===== config.mk =====
export PLATFORM = sky130hd
export DESIGN_NAME = sequin_pulse_width_serializer
export DESIGN_NICKNAME = d
export VERILOG_FILES = /design/src/rtl/core/spws_pkg.sv /design/src/rtl/core/spws_ram.sv /design/src/rtl/core/spws_engine.sv /design/src/rtl/core/sequin_pulse_width_serializer.sv
export VERILOG_INCLUDE_DIRS = /design/src /design/src/rtl/core
export SDC_FILE = /design/constraint.sdc
export NUM_CORES = 1
export LEC_CHECK = 0
export ABC_CLOCK_PERIOD_IN_PS = 4800
export CAP_MARGIN = 15
export CORE_MARGIN = 4
export CORE_UTILIZATION = 60
export CTS_BUF_LIST = sky130_fd_sc_hd__clkbuf_4 sky130_fd_sc_hd__clkbuf_8
export DETAILED_ROUTE_END_ITERATION = 10
export DONT_BUFFER_PORTS = 1
export MAX_ROUTING_LAYER = met4
export PLACE_DENSITY = 0.83
export SKIP_LAST_GASP = 1
export SLEW_MARGIN = 20
export SYNTH_ARGS = -nofsm -noshare
export SYNTH_HDL_FRONTEND = slang
export SYNTH_SLANG_ARGS = --single-unit
export TNS_END_PERCENT = 1

===== constraint.sdc =====
create_clock -name clk -period 4.8 [get_ports clk]
set_input_delay 0 -clock clk [delete_from_list [all_inputs] [get_ports clk]]
set_output_delay 0 -clock clk [all_outputs]
set_load 0.1 [all_outputs]

===== src/rtl/core/assert_macros.svh =====
// Assertion macros used by the serializer top-level RTL file.
`ifndef ASSERT_MACROS_SVH
`define ASSERT_MACROS_SVH

// Check a property on every rising clk edge, skipped while arst_n is low.
`define ASSERT_CLK(label, prop, msg) \
	label: assert property (@(posedge clk) disable iff (!arst_n) (prop)) else $error(msg);

// Check that a condition never holds on a rising clk edge.
`define ASSERT_NEVER(label, cond, msg) \
	label: assert property (@(posedge clk) disable iff (!arst_n) !(cond)) else $error(msg);

`endif


===== src/rtl/core/spws_pkg.sv =====
// Types and constants shared by the sequin serializer modules.
package spws_pkg;

	// Default depth of the pattern bit store
	localparam int MaxSequinsDefault = 256;

	// Word actions
	localparam logic [1:0] ACT_TICK  = 2'd0;
	localparam logic [1:0] ACT_WRITE = 2'd1;
	localparam logic [1:0] ACT_ACK   = 2'd2;

	// Frame timing
	localparam logic [1:0] START_LAST_TICK = 2'd3;
	localparam logic [1:0] BIT_LAST_TICK   = 2'd3;
	localparam logic [1:0] LOW_LEN_ONE     = 2'd2;
	localparam logic [1:0] LOW_LEN_ZERO    = 2'd1;
	localparam logic [1:0] TRAIL_LAST_TICK = 2'd1;

	// Frame phase
	typedef enum logic [1:0] {
		PH_IDLE  = 2'd0,
		PH_START = 2'd1,
		PH_BITS  = 2'd2,
		PH_TRAIL = 2'd3
	} phase_t;

	// One input word
	typedef struct packed {
		logic [1:0] action;
		logic [7:0] bit_index;
		logic       bit_value;
		logic       start_request;
	} item_t;

	// One result word
	typedef struct packed {
		logic done_res;
		logic busy_res;
		logic data_line;
	} result_t;

endpackage


===== src/rtl/core/spws_ram.sv =====
// Generic single-write, single-read RAM with registered read data.
module spws_ram #(
	parameter int WIDTH = 1,
	parameter int DEPTH = spws_pkg::MaxSequinsDefault
) (
	input  logic                     clk,
	input  logic                     we,
	input  logic [$clog2(DEPTH)-1:0] waddr,
	input  logic [WIDTH-1:0]         wdata,
	input  logic                     re,
	input  logic [$clog2(DEPTH)-1:0] raddr,
	output logic [WIDTH-1:0]         rdata
);

	logic [WIDTH-1:0] mem [DEPTH];

	// Write port
	always_ff @(posedge clk) begin
		if (we) begin
			mem[waddr] <= wdata;
		end
	end

	// Registered read port, holds data when not enabled
	always_ff @(posedge clk) begin
		if (re) begin
			rdata <= mem[raddr];
		end
	end

endmodule


===== src/rtl/core/spws_engine.sv =====
// Frame sequencer: phase, tick and sequin counters, done flag and line level.
module spws_engine #(
	parameter int MAX_SEQUINS = spws_pkg::MaxSequinsDefault
) (
	input  logic                           clk,
	input  logic                           arst_n,
	input  logic                           en,
	input  logic                           rd_en,
	input  spws_pkg::item_t                item,
	input  logic [7:0]                     last_index,
	input  logic                           rd_bit,
	output logic [$clog2(MAX_SEQUINS)-1:0] raddr,
	output logic                           wr_en,
	output logic [$clog2(MAX_SEQUINS)-1:0] wr_addr,
	output logic                           wr_bit,
	output spws_pkg::result_t              res_d
);

	localparam int AW = $clog2(MAX_SEQUINS);
	localparam logic [AW-1:0] ADDR_LAST = AW'(MAX_SEQUINS - 1);

	spws_pkg::phase_t phase_q, phase_d;
	logic [1:0]       tick_q, tick_d;
	logic [8:0]       pos_q, pos_d;
	logic [AW-1:0]    addr_q, addr_d;
	logic             done_q, done_d;
	logic             line_q, line_d;
	logic             fwd_q;
	logic             fwd_bit_q;
	logic             cur_bit;
	logic [1:0]       low_len;
	logic [8:0]       seq_count;

	// Bit of the current sequin, with a write from the word just before it
	assign cur_bit   = fwd_q ? fwd_bit_q : rd_bit;
	assign low_len   = cur_bit ? spws_pkg::LOW_LEN_ONE : spws_pkg::LOW_LEN_ZERO;
	assign seq_count = {1'b0, last_index} + 9'd1;

	assign wr_addr = AW'(item.bit_index);
	assign wr_bit  = item.bit_value;

	// Next state for the word in flight
	always_comb begin
		phase_d = phase_q;
		tick_d  = tick_q;
		pos_d   = pos_q;
		addr_d  = addr_q;
		done_d  = done_q;
		line_d  = line_q;
		wr_en   = 1'b0;
		if (en) begin
			unique case (item.action)
				spws_pkg::ACT_TICK: begin
					if (phase_d == spws_pkg::PH_IDLE && item.start_request && !done_d) begin
						phase_d = spws_pkg::PH_START;
						tick_d  = 2'd0;
					end
					unique case (phase_d)
						spws_pkg::PH_START: begin
							line_d = 1'b1;
							if (tick_d < spws_pkg::START_LAST_TICK) begin
								tick_d = tick_d + 2'd1;
							end else begin
								tick_d  = 2'd0;
								pos_d   = 9'd0;
								addr_d  = '0;
								phase_d = spws_pkg::PH_BITS;
								line_d  = 1'b0;
							end
						end
						spws_pkg::PH_BITS: begin
							if (pos_d < seq_count) begin
								tick_d = tick_d + 2'd1;
								if (tick_d < low_len) begin
									line_d = 1'b0;
								end else if (tick_d < spws_pkg::BIT_LAST_TICK) begin
									line_d = 1'b1;
								end else begin
									line_d = 1'b0;
									tick_d = 2'd0;
									pos_d  = pos_d + 9'd1;
									addr_d = (addr_d == ADDR_LAST) ? '0 : addr_d + AW'(1);
								end
							end else begin
								line_d  = 1'b0;
								phase_d = spws_pkg::PH_TRAIL;
								tick_d  = 2'd0;
							end
						end
						spws_pkg::PH_TRAIL: begin
							line_d = 1'b0;
							if (tick_d < spws_pkg::TRAIL_LAST_TICK) begin
								tick_d = tick_d + 2'd1;
							end else begin
								tick_d  = 2'd0;
								phase_d = spws_pkg::PH_IDLE;
								done_d  = 1'b1;
							end
						end
						default: begin
							line_d = 1'b0;
						end
					endcase
				end
				spws_pkg::ACT_WRITE: begin
					wr_en = ({24'd0, item.bit_index} < 32'(MAX_SEQUINS));
				end
				spws_pkg::ACT_ACK: begin
					done_d = 1'b0;
				end
				default: begin
				end
			endcase
		end
	end

	// Read the bit of the position the next word will see
	assign raddr = addr_d;

	assign res_d.data_line = line_d;
	assign res_d.busy_res  = (phase_d != spws_pkg::PH_IDLE);
	assign res_d.done_res  = done_d;

	// State registers
	always_ff @(posedge clk or negedge arst_n) begin
		if (!arst_n) begin
			phase_q <= spws_pkg::PH_IDLE;
			tick_q  <= 2'd0;
			pos_q   <= 9'd0;
			addr_q  <= '0;
			done_q  <= 1'b0;
			line_q  <= 1'b0;
		end else begin
			phase_q <= phase_d;
			tick_q  <= tick_d;
			pos_q   <= pos_d;
			addr_q  <= addr_d;
			done_q  <= done_d;
			line_q  <= line_d;
		end
	end

	// Forward a write that lands on the address read at the same edge
	always_ff @(posedge clk or negedge arst_n) begin
		if (!arst_n) begin
			fwd_q     <= 1'b0;
			fwd_bit_q <= 1'b0;
		end else if (rd_en) begin
			fwd_q     <= wr_en && (wr_addr == addr_d);
			fwd_bit_q <= item.bit_value;
		end
	end

endmodule


===== src/rtl/core/sequin_pulse_width_serializer.sv =====
// Top level of the sequin data-line serializer: stream ports, word and result registers.
// Takes one word per clock while the output is not stalled and returns one result word
// per input word.
// Each word is held in an input stage while the pattern bit store is read for it (the
// store has a registered read port, addressed when the word is accepted). Then one step
// of the frame sequencer runs, and the new line level, busy and done flags land in the
// output register.
// Tick words advance the frame; pattern bits are written with write words and the
// done flag is cleared with an acknowledge word. The user must write last_sequin_index
// over the cfg port only while no word is in flight; the block does not enforce it.
// The bit store is not cleared at reset: every bit a frame sends must be written first.
`include "assert_macros.svh"

module sequin_pulse_width_serializer #(
	parameter int MAX_SEQUINS = spws_pkg::MaxSequinsDefault
) (
	input  logic        clk,
	input  logic        arst_n,
	input  logic        s_tvalid,
	output logic        s_tready,
	input  logic [15:0] s_tdata,   // [7:0] bit_index, [8] bit_value, [9] start_request
	input  logic [1:0]  s_tuser,   // [1:0] action
	output logic        m_tvalid,
	input  logic        m_tready,
	output logic [7:0]  m_tdata,   // [0] data_line, [1] busy_res, [2] done_res
	input  logic        cfg_valid,
	output logic        cfg_ready,
	input  logic [7:0]  cfg_data   // [7:0] last_sequin_index
);

	localparam int AW = $clog2(MAX_SEQUINS);

	spws_pkg::item_t   item_s1;
	logic              valid_s1;
	spws_pkg::result_t res_d;
	spws_pkg::result_t res_q;
	logic [7:0]        last_index_q;
	logic              advance;
	logic              accept;
	logic              rd_bit;
	logic [AW-1:0]     raddr;
	logic              wr_en;
	logic [AW-1:0]     wr_addr;
	logic              wr_bit;

	// Handshake
	assign advance   = valid_s1 && (!m_tvalid || m_tready);
	assign s_tready  = !valid_s1 || advance;
	assign accept    = s_tvalid && s_tready;
	assign cfg_ready = 1'b1;

	// Register the last sequin index
	always_ff @(posedge clk or negedge arst_n) begin
		if (!arst_n) begin
			last_index_q <= 8'd0;
		end else if (cfg_valid && cfg_ready) begin
			last_index_q <= cfg_data;
		end
	end

	// Input stage valid
	always_ff @(posedge clk or negedge arst_n) begin
		if (!arst_n) begin
			valid_s1 <= 1'b0;
		end else if (accept) begin
			valid_s1 <= 1'b1;
		end else if (advance) begin
			valid_s1 <= 1'b0;
		end
	end

	// Input stage payload
	always_ff @(posedge clk) begin
		if (accept) begin
			item_s1.action        <= s_tuser;
			item_s1.bit_index     <= s_tdata[7:0];
			item_s1.bit_value     <= s_tdata[8];
			item_s1.start_request <= s_tdata[9];
		end
	end

	// Output valid
	always_ff @(posedge clk or negedge arst_n) begin
		if (!arst_n) begin
			m_tvalid <= 1'b0;
		end else if (advance) begin
			m_tvalid <= 1'b1;
		end else if (m_tready) begin
			m_tvalid <= 1'b0;
		end
	end

	// Output payload
	always_ff @(posedge clk) begin
		if (advance) begin
			res_q <= res_d;
		end
	end

	assign m_tdata = {5'd0, res_q.done_res, res_q.busy_res, res_q.data_line};

	spws_ram #(
		.WIDTH (1),
		.DEPTH (MAX_SEQUINS)
	) u_bits (
		.clk   (clk),
		.we    (wr_en),
		.waddr (wr_addr),
		.wdata (wr_bit),
		.re    (accept),
		.raddr (raddr),
		.rdata (rd_bit)
	);

	spws_engine #(
		.MAX_SEQUINS (MAX_SEQUINS)
	) u_engine (
		.clk        (clk),
		.arst_n     (arst_n),
		.en         (advance),
		.rd_en      (accept),
		.item       (item_s1),
		.last_index (last_index_q),
		.rd_bit     (rd_bit),
		.raddr      (raddr),
		.wr_en      (wr_en),
		.wr_addr    (wr_addr),
		.wr_bit     (wr_bit),
		.res_d      (res_d)
	);

	// A frame starts only with done clear, and done is set as it ends
	`ASSERT_NEVER(a_busy_done_excl, m_tvalid && m_tdata[1] && m_tdata[2], "busy and done both set")
	// A word in the input stage is never dropped while the output stalls
	`ASSERT_CLK(a_s1_hold, valid_s1 && !advance |=> valid_s1, "input stage word lost")
	// Nothing is written to the bit store except by a word moving on
	`ASSERT_CLK(a_write_on_advance, wr_en |-> advance, "bit store written without a word")

endmodule


==> run_results.csv, run 1 <==
group,metric,value,unit
worst_hold_path,min_to,"item_s1[5]$_DFFE_PP_",
cts,clock-sinks,307,
cts,clock_tree.buffer_depth,3,
synthesis,ys_types,72,
synthesis,synthFlopType,"edfxtp_1",
worst_setup_path,cp-start-kind,"flop",
worst_hold_path,hold_start,"s_tdata[3]",
cts,insertion_delay,0.57,ns
placement,placed_cells,1523,
worst_setup_path,crit_start,"u_engine.phase_q[1]$_DFF_PN0_",
floorplan,design.die.area,26600,sq um
synthesis,synth_edf_count,272,
cts,htreeDepth,2,
layout,utilization,68.23,%
timing,slew_violations,0,
power_and_ir_drop,power_density,458.6,nW/um^2
worst_setup_path,criticalPathCategory,"reg -> reg",
timing,finalSetupTns,0,ns
timing,holdWs,0.05555,ns
worst_setup_path,cp_data_required_time,5.21,ns
timing,max_freq,0.2169,GHz
global_route,antenna_found_initial,0,
placement,dp_hpwl,20560,um
synthesis,synth_most_common_cell,"nor2_1",
job,maxCapViolations,0,
cts,cts_buffers,49,
worst_setup_path,rrSetupSlack,0.19,ns
worst_setup_path,crit_slowest_cell,"or4b_4",
timing,relSlewSlack,21.62,%
synthesis,syn_area,14430,sq um
floorplan,start_util,61.30,%
floorplan,core,23540,sq um
synthesis,synthTopCellsByArea,"edfxtp_1 (57%), nor2_1 (7.8%), dfrtp_1 (6.1%), mux2i_1 (6.0%), nand2_1 (4.0%)",
placement,port_buffers,0,
drt,remaining_drc_errors,0,
global_route,use_met1,32.53,%
global_route,gr-usage-met2,46.53,%
synthesis,synth_common_cells,"nor2_1 (298), edfxtp_1 (272), nand2_1 (154)",
drt,routed_wl,36200,um
worst_hold_path,hp-class,"in -> reg",
power_and_ir_drop,vdd_drop_max,0.3391,mV
synthesis,yosys.area.top_type_share,56.59,%
cts,clkTransAtPathRegs,0.06,ns
cts,root_buffer,"clkbuf_8",
drt,dr.pass1.iters,6,
worst_setup_path,reg2regPathDepth,16,
drt,drt_iter0_drc,1532,
run_status,outcome,"completed",
timing,finalSetupViolCount,0,
layout,syn2layout_area_growth,11.31,%
worst_setup_path,cpPeakStageDelay,0.59,ns
power_and_ir_drop,power.leakage,5.369,nW
layout,n_antenna_cell,0,
synthesis,synth_area_per_cell,11.55,sq um
floorplan,die_h,163.1,um
timing,finClkSkew,0.02658,ns
global_route,globalRoute.busiestLayer,"met2",
global_route,grt_usage,27.50,%
timing,finalCritPeriodShare,96.07,%
synthesis,synthCells,1250,
worst_setup_path,critPathCaptureType,"flop",
timing,hold_viol_final,0,
synthesis,ys.warnings.count,0,
worst_setup_path,critical_path_peak_fanout,16,
drt,vias,10290,
global_route,grt_pass1_vias,10210,
worst_setup_path,r2r-start,"u_engine.phase_q[1]$_DFF_PN0_",
worst_setup_path,reg2reg_to,"u_bits.rdata$_DFFE_PP_",
synthesis,synth_top_area_cell,"edfxtp_1",
floorplan,rows,56,
global_route,grt_overflow,0,
layout,final_cells,1643,
synthesis,yosys_register_bits,307,
layout,layout-drive-gt1-share,12.69,%
worst_setup_path,cp_common_cell,"a21oi_1",
timing,fin_crit,4.611,ns
drt,ant_nets,0,
drt,routedWlPerCell,22.03,um
cts,cts_tree,"yes",
timing,tightest_slew,1.172,ns
worst_setup_path,crit_chain,"or4b_4 > nand2_1 > ha_2 > and4_1 > and3_1 > nor3_1 > a21oi_1 > a21o_4 > buf_12 > mux2i_1 > mux2_2 > a21oi_1 > nor2_1 > or4_1 > and4_4 > a211oi_2",
synthesis,ys_seq_area_share,62.66,%
global_route,grt_use_met3,5.678,%
synthesis,ys_async_sr_fraction,11.40,%
floorplan,die_w,163.1,um
timing,rsz0062_at_grt,"false",
floorplan,pin_count,42,
global_route,grt_pass1_wl,54830,um
placement,gp_congestion,0.8548,
layout,layout.nets,1336,
global_route,grt_max_degree,258,
drt,avgViaCountPerCell,6.265,
worst_hold_path,hold_depth,1,
power_and_ir_drop,finalPower,7.368,mW
worst_setup_path,cp.arrival,5.02,ns
-- through the flow --
stage / area (sq um) / setup WS [ns]
finish: 16060 / 0.1888
global route: 16060 / 0.02299
CTS: 15980 / 0.1810
detailed placement: 14730 / 0.2321
global placement: 14730 / 0.3937
floorplan: 14450 / 0.7399
-- worst max path at each step --
stage | end | slack [ns]
2_1_floorplan | u_bits.mem[0]$_DFFE_PP_ | 0.74
3_3_place_gp | u_bits.rdata$_DFFE_PP_ | 0.39
3_5_place_dp | u_bits.rdata$_DFFE_PP_ | 0.23
4_1_cts | u_bits.rdata$_DFFE_PP_ | 0.18
5_1_grt | u_bits.rdata$_DFFE_PP_ | 0.02
6_report | u_bits.rdata$_DFFE_PP_ | 0.19
-- sequential cells by signal, indices dropped and copies added, names as in the netlist, 2 cells and up --
name and cells:
u_engine.tick_q 2, u_engine.addr_q 8, last_index_q 8, u_bits.mem 256, item_s1 12, u_engine.pos_q 9, u_engine.phase_q 2, m_tdata 3
-- worst max-delay path, delay by kind of cell (launching register included) --
kind | cells | cell delay (ns)
AOI/OAI and AO/OA | 4 | 1.08
adders and majority gates | 1 | 0.31
buffers and inverters | 1 | 0.21
DFF | 1 | 0.40
muxes | 2 | 0.40
and+or+nand+nor | 8 | 2.03
-- logic make-up (layout without fill, tap and decap cells) --
group                      Yosys count  count (layout)  synth area share [%]
xor gates and xnor gates            22              22                 1.335
and+or+nand+nor                    574             574                 16.96
muxes                              110             111                 7.993
adders and majority gates           16              16                 1.387
buffers and inverters              101             169                 3.606
DFF                                307             307                 62.66
AOI/OAI and AO/OA                  118             119                 6.008
other                                2               6               0.05204
-- layer usage --
metal	vias to the layer above	part of all wire (%)
met5	-	0
met4	0	4.2
met3	134	11
met2	661	50
met1	4960	35
li1	4538	-
-- report_power, final --
part | internal [mW] | switching [mW]
Combinational | 0.824 | 1.26
Clock | 1.19 | 1.01
Sequential | 2.98 | 0.104
Total | 5.00 | 2.37
-- final cells by class --
cell class                 instances  area (sq um)
tap                              319         399.1
inverter                          16         61.31
clock inverter                    16         97.59
sequential                       307          9044
clock buffer                      70         850.8
multi-input combinational        848          4949
fill                            1579          7478
timing repair buffer              67         663.1
-- repair_timing --
item / in CTS / in global routing
hold buffers: 28 / 0
endpoints found under the setup margin: 0 / 1
resized for setup: 0 / 9
endpoints found under the hold margin: 59 / 0
setup buffers: 0 / 4
-- placed cells by master, fill, tap and decap left out, types with 8 or more instances in the layout --
cell type        n
a211oi_1         8
a21oi_1         17
a31oi_1         16
buf_4           32
clkbuf_4        18
clkbuf_8        52
clkinv_1         9
dfrtp_1         35
dlygate4sd3_1   26
edfxtp_1       272
ha_1            15
inv_1           14
mux2_2          19
mux2i_1         85
nand2_1        153
nand2b_1         8
nand3_1         45
nand4_1         13
nor2_1         298
nor2b_1          8
nor3_1           8
o21ai_0         14
xnor2_1         10
xor2_1          12
No activity file was read; power rests on OpenSTA's default activity.
==> inputs of run 2 (changes only) <==
Settings changed: CORE_MARGIN 4 to unset, CTS_CLUSTER_DIAMETER set to 150.
==> run 2 against run 1 <==
Compared with the run above: cell count about the same; largest power group unchanged; utilization down 0.29 points; via count down 1.8%; sequential power about the same; global-route usage up 1.5 points; routed wire length down 5.7%; maximum frequency up 0.34%; clock-buffer cell count down 2; combinational power down 6%; worst setup slack better by 0.015 ns; highest routed layer unchanged; non-clock buffer count up 2; total power down 3.1%.
==> run_results.csv, run 2 (synthesis results as in run 1) <==
group,metric,value,unit
layout,syn2layout_area_growth,10.84,%
worst_setup_path,r2r-start,"last_index_q[0]$_DFFE_PN0P_",
global_route,grt_overflow,0,
cts,cts_buffers,49,
worst_hold_path,hp-class,"in -> reg",
cts,clock_tree.buffer_depth,3,
global_route,grt_usage,29.02,%
cts,clock-sinks,307,
drt,routed_wl,34130,um
timing,relSlewSlack,24.02,%
worst_setup_path,cpPeakStageDelay,0.61,ns
power_and_ir_drop,vdd_drop_max,0.2445,mV
layout,reg_top3,"u_bits.mem (256), item_s1 (12), u_engine.pos_q (9)",
global_route,grt_pass1_wl,51590,um
global_route,antenna_found_initial,0,
timing,hold_viol_final,0,
layout,utilization,67.95,%
layout,mostFrequentLayoutCell,"nor2_1",
worst_setup_path,cp.arrival,4.93,ns
timing,finalCritPeriodShare,95.74,%
cts,htreeDepth,2,
floorplan,core,23540,sq um
floorplan,design.die.area,24680,sq um
floorplan,start_util,61.30,%
worst_setup_path,reg2reg_to,"u_bits.rdata$_DFFE_PP_",
worst_setup_path,critPathCaptureType,"flop",
drt,ant_nets,0,
placement,dp_hpwl,19460,um
floorplan,die_h,157.1,um
power_and_ir_drop,finalPower,7.142,mW
drt,dr.pass1.iters,5,
timing,finClkSkew,0.04057,ns
worst_setup_path,rrSetupSlack,0.20,ns
job,maxCapViolations,0,
worst_setup_path,cp_data_required_time,5.14,ns
run_status,outcome,"completed",
cts,clkTransAtPathRegs,0.06,ns
drt,vias,10110,
worst_hold_path,min_to,"item_s1[1]$_DFFE_PP_",
layout,fillers,1609,
worst_setup_path,critical_path_peak_fanout,15,
layout,n_antenna_cell,0,
timing,slew_violations,0,
worst_hold_path,hold_depth,1,
placement,port_buffers,0,
floorplan,pin_count,42,
placement,post_dp_cell_area,14740,sq um
worst_setup_path,criticalPathCategory,"reg -> reg",
worst_hold_path,hold_start,"s_tdata[8]",
layout,final_area,16000,sq um
cts,insertion_delay,0.60,ns
power_and_ir_drop,power.leakage,5.344,nW
layout,largest-register,"u_bits.mem",
global_route,grt_max_degree,258,
timing,finalSetupViolCount,0,
worst_setup_path,cp-start-kind,"flop",
power_and_ir_drop,power_density,446.5,nW/um^2
floorplan,die_w,157.1,um
timing,holdWs,0.03066,ns
worst_setup_path,crit_chain,"ha_1 > nand3_1 > nor2_1 > nand3_1 > ha_1 > a21oi_1 > o21ai_0 > nor3_2 > nand2_2 > mux2i_4 > buf_4 > nand2b_1 > o22ai_1 > a211oi_1 > nor4_1 > a21oi_1 > a211o_1 > a211oi_2",
drt,drt_iter0_drc,1333,
timing,tightest_slew,1.137,ns
layout,ff_latch_area,9044,sq um
cts,cts_tree,"yes",
layout,largest_reg_flops,256,
timing,fin_crit,4.596,ns
layout,layout-drive-gt1-share,12.45,%
worst_setup_path,reg2regPathDepth,18,
layout,multi_input_area,4922,sq um
worst_setup_path,crit_slowest_cell,"mux2i_4",
placement,gp_congestion,0.9151,
global_route,grt_pass1_vias,9588,
cts,root_buffer,"clkbuf_8",
drt,avgViaCountPerCell,6.149,
layout,layout.nets,1336,
floorplan,rows,56,
layout,most-common-layout-cells,"nor2_1 (297), edfxtp_1 (272), nand2_1 (154)",
drt,remaining_drc_errors,0,
timing,max_freq,0.2176,GHz
drt,routedWlPerCell,20.76,um
==> run 2: cell count changes in the layout (fill, tap and decap cells not counted), moves of 2 or more <==
cell and delta:
clkbuf_8 -2, nand3_1 -3, buf_6 -2, buf_4 +5, clkinv_1 +3, nand3_2 +3
==> run 2: cell type report <==
cell class / instances / area share, %
tap: 319 / 2.495
clock inverter: 19 / 0.5632
inverter: 16 / 0.3754
timing repair buffer: 69 / 4.114
clock buffer: 68 / 5.147
sequential: 307 / 56.53
multi-input combinational: 846 / 30.77
==> run 2: through the flow <==
stage                     worst slack, ns  setup TNS (ns)  cells
after CTS                          0.1614               0   1641
final                              0.2043               0   1644
after detailed placement           0.1610               0   1526
after global routing            -0.003632       -0.003632   1644
after floorplan                    0.7399               0   1254
after global placement             0.2574               0   1526
==> run 2: where the power goes <==
| part | switching, mW | internal (mW) |
|---|---|---|
| logic | 1.16 | 0.783 |
| clock network | 1.00 | 1.11 |
| registers | 0.101 | 2.98 |
==> run 2: worst max-delay path: cells and delay by family, from the launching register on <==
| family | cells | cell delay (ns) |
|---|---|---|
| simple gates | 7 | 1.33 |
| buf+inv | 1 | 0.26 |
| compound gates | 7 | 1.24 |
| mux | 1 | 0.61 |
| flops | 1 | 0.40 |
| fa+ha+maj | 2 | 0.52 |
==> run 2: routing by layer <==
metal,share of wire [%],global-route usage (%)
met4,3.1,10.96
met5,0,-
met3,11,6.525
met1,37,35.31
met2,49,47.53
==> run 2: repair_timing <==
| item | CTS | global route |
|---|---|---|
| resized for setup | 0 | 2 |
| hold buffers | 28 | 0 |
| setup buffers | 0 | 3 |
| endpoints found under the hold margin | 62 | 0 |
| setup endpoints to repair | 0 | 1 |
==> run 2: worst max path at each step <==
| stage | start | endpoint | slack, ns | cells past startpoint |
|---|---|---|---|---|
| 2_1_floorplan | item_s1[1]$_DFFE_PP_ | u_bits.mem[0]$_DFFE_PP_ | 0.74 | 0 |
| 3_5_place_dp | last_index_q[0]$_DFFE_PN0P_ | u_bits.rdata$_DFFE_PP_ | 0.16 | 17 |
| 4_1_cts | last_index_q[0]$_DFFE_PN0P_ | u_bits.rdata$_DFFE_PP_ | 0.16 | 17 |
| 6_report | last_index_q[0]$_DFFE_PN0P_ | u_bits.rdata$_DFFE_PP_ | 0.20 | 18 |
| 3_3_place_gp | last_index_q[0]$_DFFE_PN0P_ | u_bits.rdata$_DFFE_PP_ | 0.26 | 17 |
| 5_1_grt | last_index_q[0]$_DFFE_PN0P_ | u_bits.rdata$_DFFE_PP_ | -0.004 | 18 |
==> inputs of run 3 (changes only) <==
Settings changed: PLACE_DENSITY 0.83 to 0.76.
==> run 3 against run 2 <==
Compared with the run above: global-route usage down 0.27 points; total power increased by 1.6%; clock power up 2%.
==> run_results.csv, run 3 (synthesis results as in run 1) <==
group,metric,value,unit
power_and_ir_drop,clock_power_share,29.6,%
layout,layout.nets,1341,
placement,gp_congestion,0.8898,
layout,most-common-layout-cells,"nor2_1 (298), edfxtp_1 (272), nand2_1 (154)",
worst_setup_path,reg2reg_to,"u_bits.rdata$_DFFE_PP_",
worst_setup_path,r2r-start,"u_engine.phase_q[1]$_DFF_PN0_",
drt,vias,10010,
drt,remaining_drc_errors,0,
layout,multi_input_area,4936,sq um
floorplan,design.die.area,24680,sq um
floorplan,core,23540,sq um
drt,dr.pass1.iters,5,
floorplan,start_util,61.30,%
global_route,grt_pass1_vias,9587,
drt,routedWlPerCell,20.63,um
power_and_ir_drop,power.leakage,5.388,nW
cts,cts_buffers,49,
drt,avgViaCountPerCell,6.067,
layout,syn2layout_area_growth,11.52,%
layout,n_antenna_cell,0,
layout,mostFrequentLayoutCell,"nor2_1",
run_status,outcome,"completed",
cts,cts_tree,"yes",
worst_setup_path,cp-start-kind,"flop",
cts,insertion_delay,0.57,ns
layout,fillers,1710,
timing,finalCritPeriodShare,94.56,%
cts,clock-sinks,307,
placement,dp_hpwl,19620,um
timing,finalSetupTns,0,ns
global_route,antenna_found_initial,0,
worst_setup_path,critPathCaptureType,"flop",
timing,relSlewSlack,17.82,%
worst_setup_path,rrSetupSlack,0.26,ns
global_route,grt_max_degree,258,
power_and_ir_drop,p_int,4.989,mW
timing,finClkSkew,0.01492,ns
timing,fin_crit,4.539,ns
worst_setup_path,crit_path_end,"u_bits.rdata$_DFFE_PP_",
worst_setup_path,cp.arrival,4.95,ns
placement,port_buffers,0,
placement,post-place-ws,0.1558,ns
timing,fin_ws,0.2609,ns
power_and_ir_drop,p_sw_share,31.26,%
power_and_ir_drop,power_density,450.9,nW/um^2
timing,hold_viol_final,0,
worst_setup_path,crit_start,"u_engine.phase_q[1]$_DFF_PN0_",
drt,drt_iter0_drc,1187,
timing,finalSetupViolCount,0,
timing,max_freq,0.2203,GHz
global_route,grt_usage,28.76,%
layout,ff_latch_area,9045,sq um
timing,slew_violations,0,
drt,ant_nets,0,
job,maxCapViolations,0,
cts,clkTransAtPathRegs,0.06,ns
floorplan,die_h,157.1,um
power_and_ir_drop,combPwrFrac,28.0,%
global_route,grt_overflow,0,
placement,placed_cells,1523,
worst_setup_path,criticalPathCategory,"reg -> reg",
layout,largest-register,"u_bits.mem",
timing,holdWs,0.05853,ns
floorplan,pin_count,42,
layout,reg_top3,"u_bits.mem (256), item_s1 (12), u_engine.pos_q (9)",
floorplan,rows,56,
power_and_ir_drop,power_frac_seq,42.4,%
cts,root_buffer,"clkbuf_8",
timing,tightest_slew,1.229,ns
cts,htreeDepth,2,
worst_setup_path,reg2regPathDepth,18,
worst_setup_path,critical_path_peak_fanout,27,
drt,routed_wl,34020,um
layout,layout-drive-gt1-share,13.01,%
power_and_ir_drop,switchingPower,2.269,mW
floorplan,die_w,157.1,um
timing,rsz0062_at_grt,"false",
worst_hold_path,hp-class,"in -> reg",
cts,clock_tree.buffer_depth,3,
worst_setup_path,cp_data_required_time,5.21,ns
global_route,grt_pass1_wl,51450,um
power_and_ir_drop,vdd_drop_max,0.2950,mV
layout,final_cells,1649,
layout,largest_reg_flops,256,
-- run 3: worst max-delay path, cell delays in order (launching register included) --
cell      delay [ns]
dfrtp_1         0.38
or4b_4          0.56
nand2_1         0.13
inv_1           0.07
ha_1            0.30
and4_1          0.23
and3_1          0.21
nor3_1          0.19
a21oi_1         0.08
a21o_4          0.28
buf_4           0.16
inv_2           0.28
buf_12          0.23
nand2_1         0.08
a311o_1         0.37
a21oi_1         0.26
nor4_1          0.09
a211o_1         0.24
a211oi_2        0.21
-- run 3: layer usage --
layer	up-vias	part of all wire (%)	GRT usage (%)
met3	97	9.9	6.112
li1	4541	-	-
met4	0	3.2	10.45
met1	4837	38	35.34
met5	-	0	-
met2	530	48	47.13
-- run 3: final cells by class --
type / instances / area share, %
clock buffers: 74 / 5.473
clock inverters: 13 / 0.3420
inverters: 16 / 0.3887
multi-input cells: 847 / 30.67
flip-flops and latches: 307 / 56.20
well taps: 319 / 2.480
repair buffers: 73 / 4.454
-- run 3: power groups by stage --
stage / logic (mW) / registers (mW) / clock network (mW)
floorplan: 1.46 / 3.15 / 0
global placement: 1.85 / 3.13 / 0
detailed placement: 1.89 / 3.13 / 0
CTS: 1.93 / 3.08 / 2.17
global route: 2.18 / 3.09 / 2.28
finish: 2.03 / 3.08 / 2.15
-- run 3: stage by stage --
stage	util [%]	instance area, sq um	total power, mW
floorplan	-	14450	4.610
global placement	62.63	14740	4.983
detailed placement	62.63	14740	5.021
CTS	67.88	15980	7.177
global route	68.37	16100	7.546
finish	68.37	16100	7.258
-- run 3: how the worst min path moves through the flow --
stage / from / endpoint / slack, ns / cells after the start
2_1_floorplan: arst_n / last_index_q[0]$_DFFE_PN0P_ / -0.30 / 0
3_3_place_gp: arst_n / valid_s1$_DFFE_PN0P_ / -0.29 / 0
3_5_place_dp: arst_n / m_tvalid$_DFFE_PN0P_ / -0.29 / 0
4_1_cts: s_tdata[3] / item_s1[5]$_DFFE_PP_ / 0.03 / 1
5_1_grt: s_tdata[5] / item_s1[7]$_DFFE_PP_ / 0.06 / 1
6_report: s_tdata[0] / item_s1[2]$_DFFE_PP_ / 0.06 / 1
-- run 3: timing repair --
item,in CTS,in global routing
hold endpoints to repair,62,0
buffers inserted,0,10
gates resized for setup,0,9
endpoints found under the setup margin,0,1
hold buffers,28,0
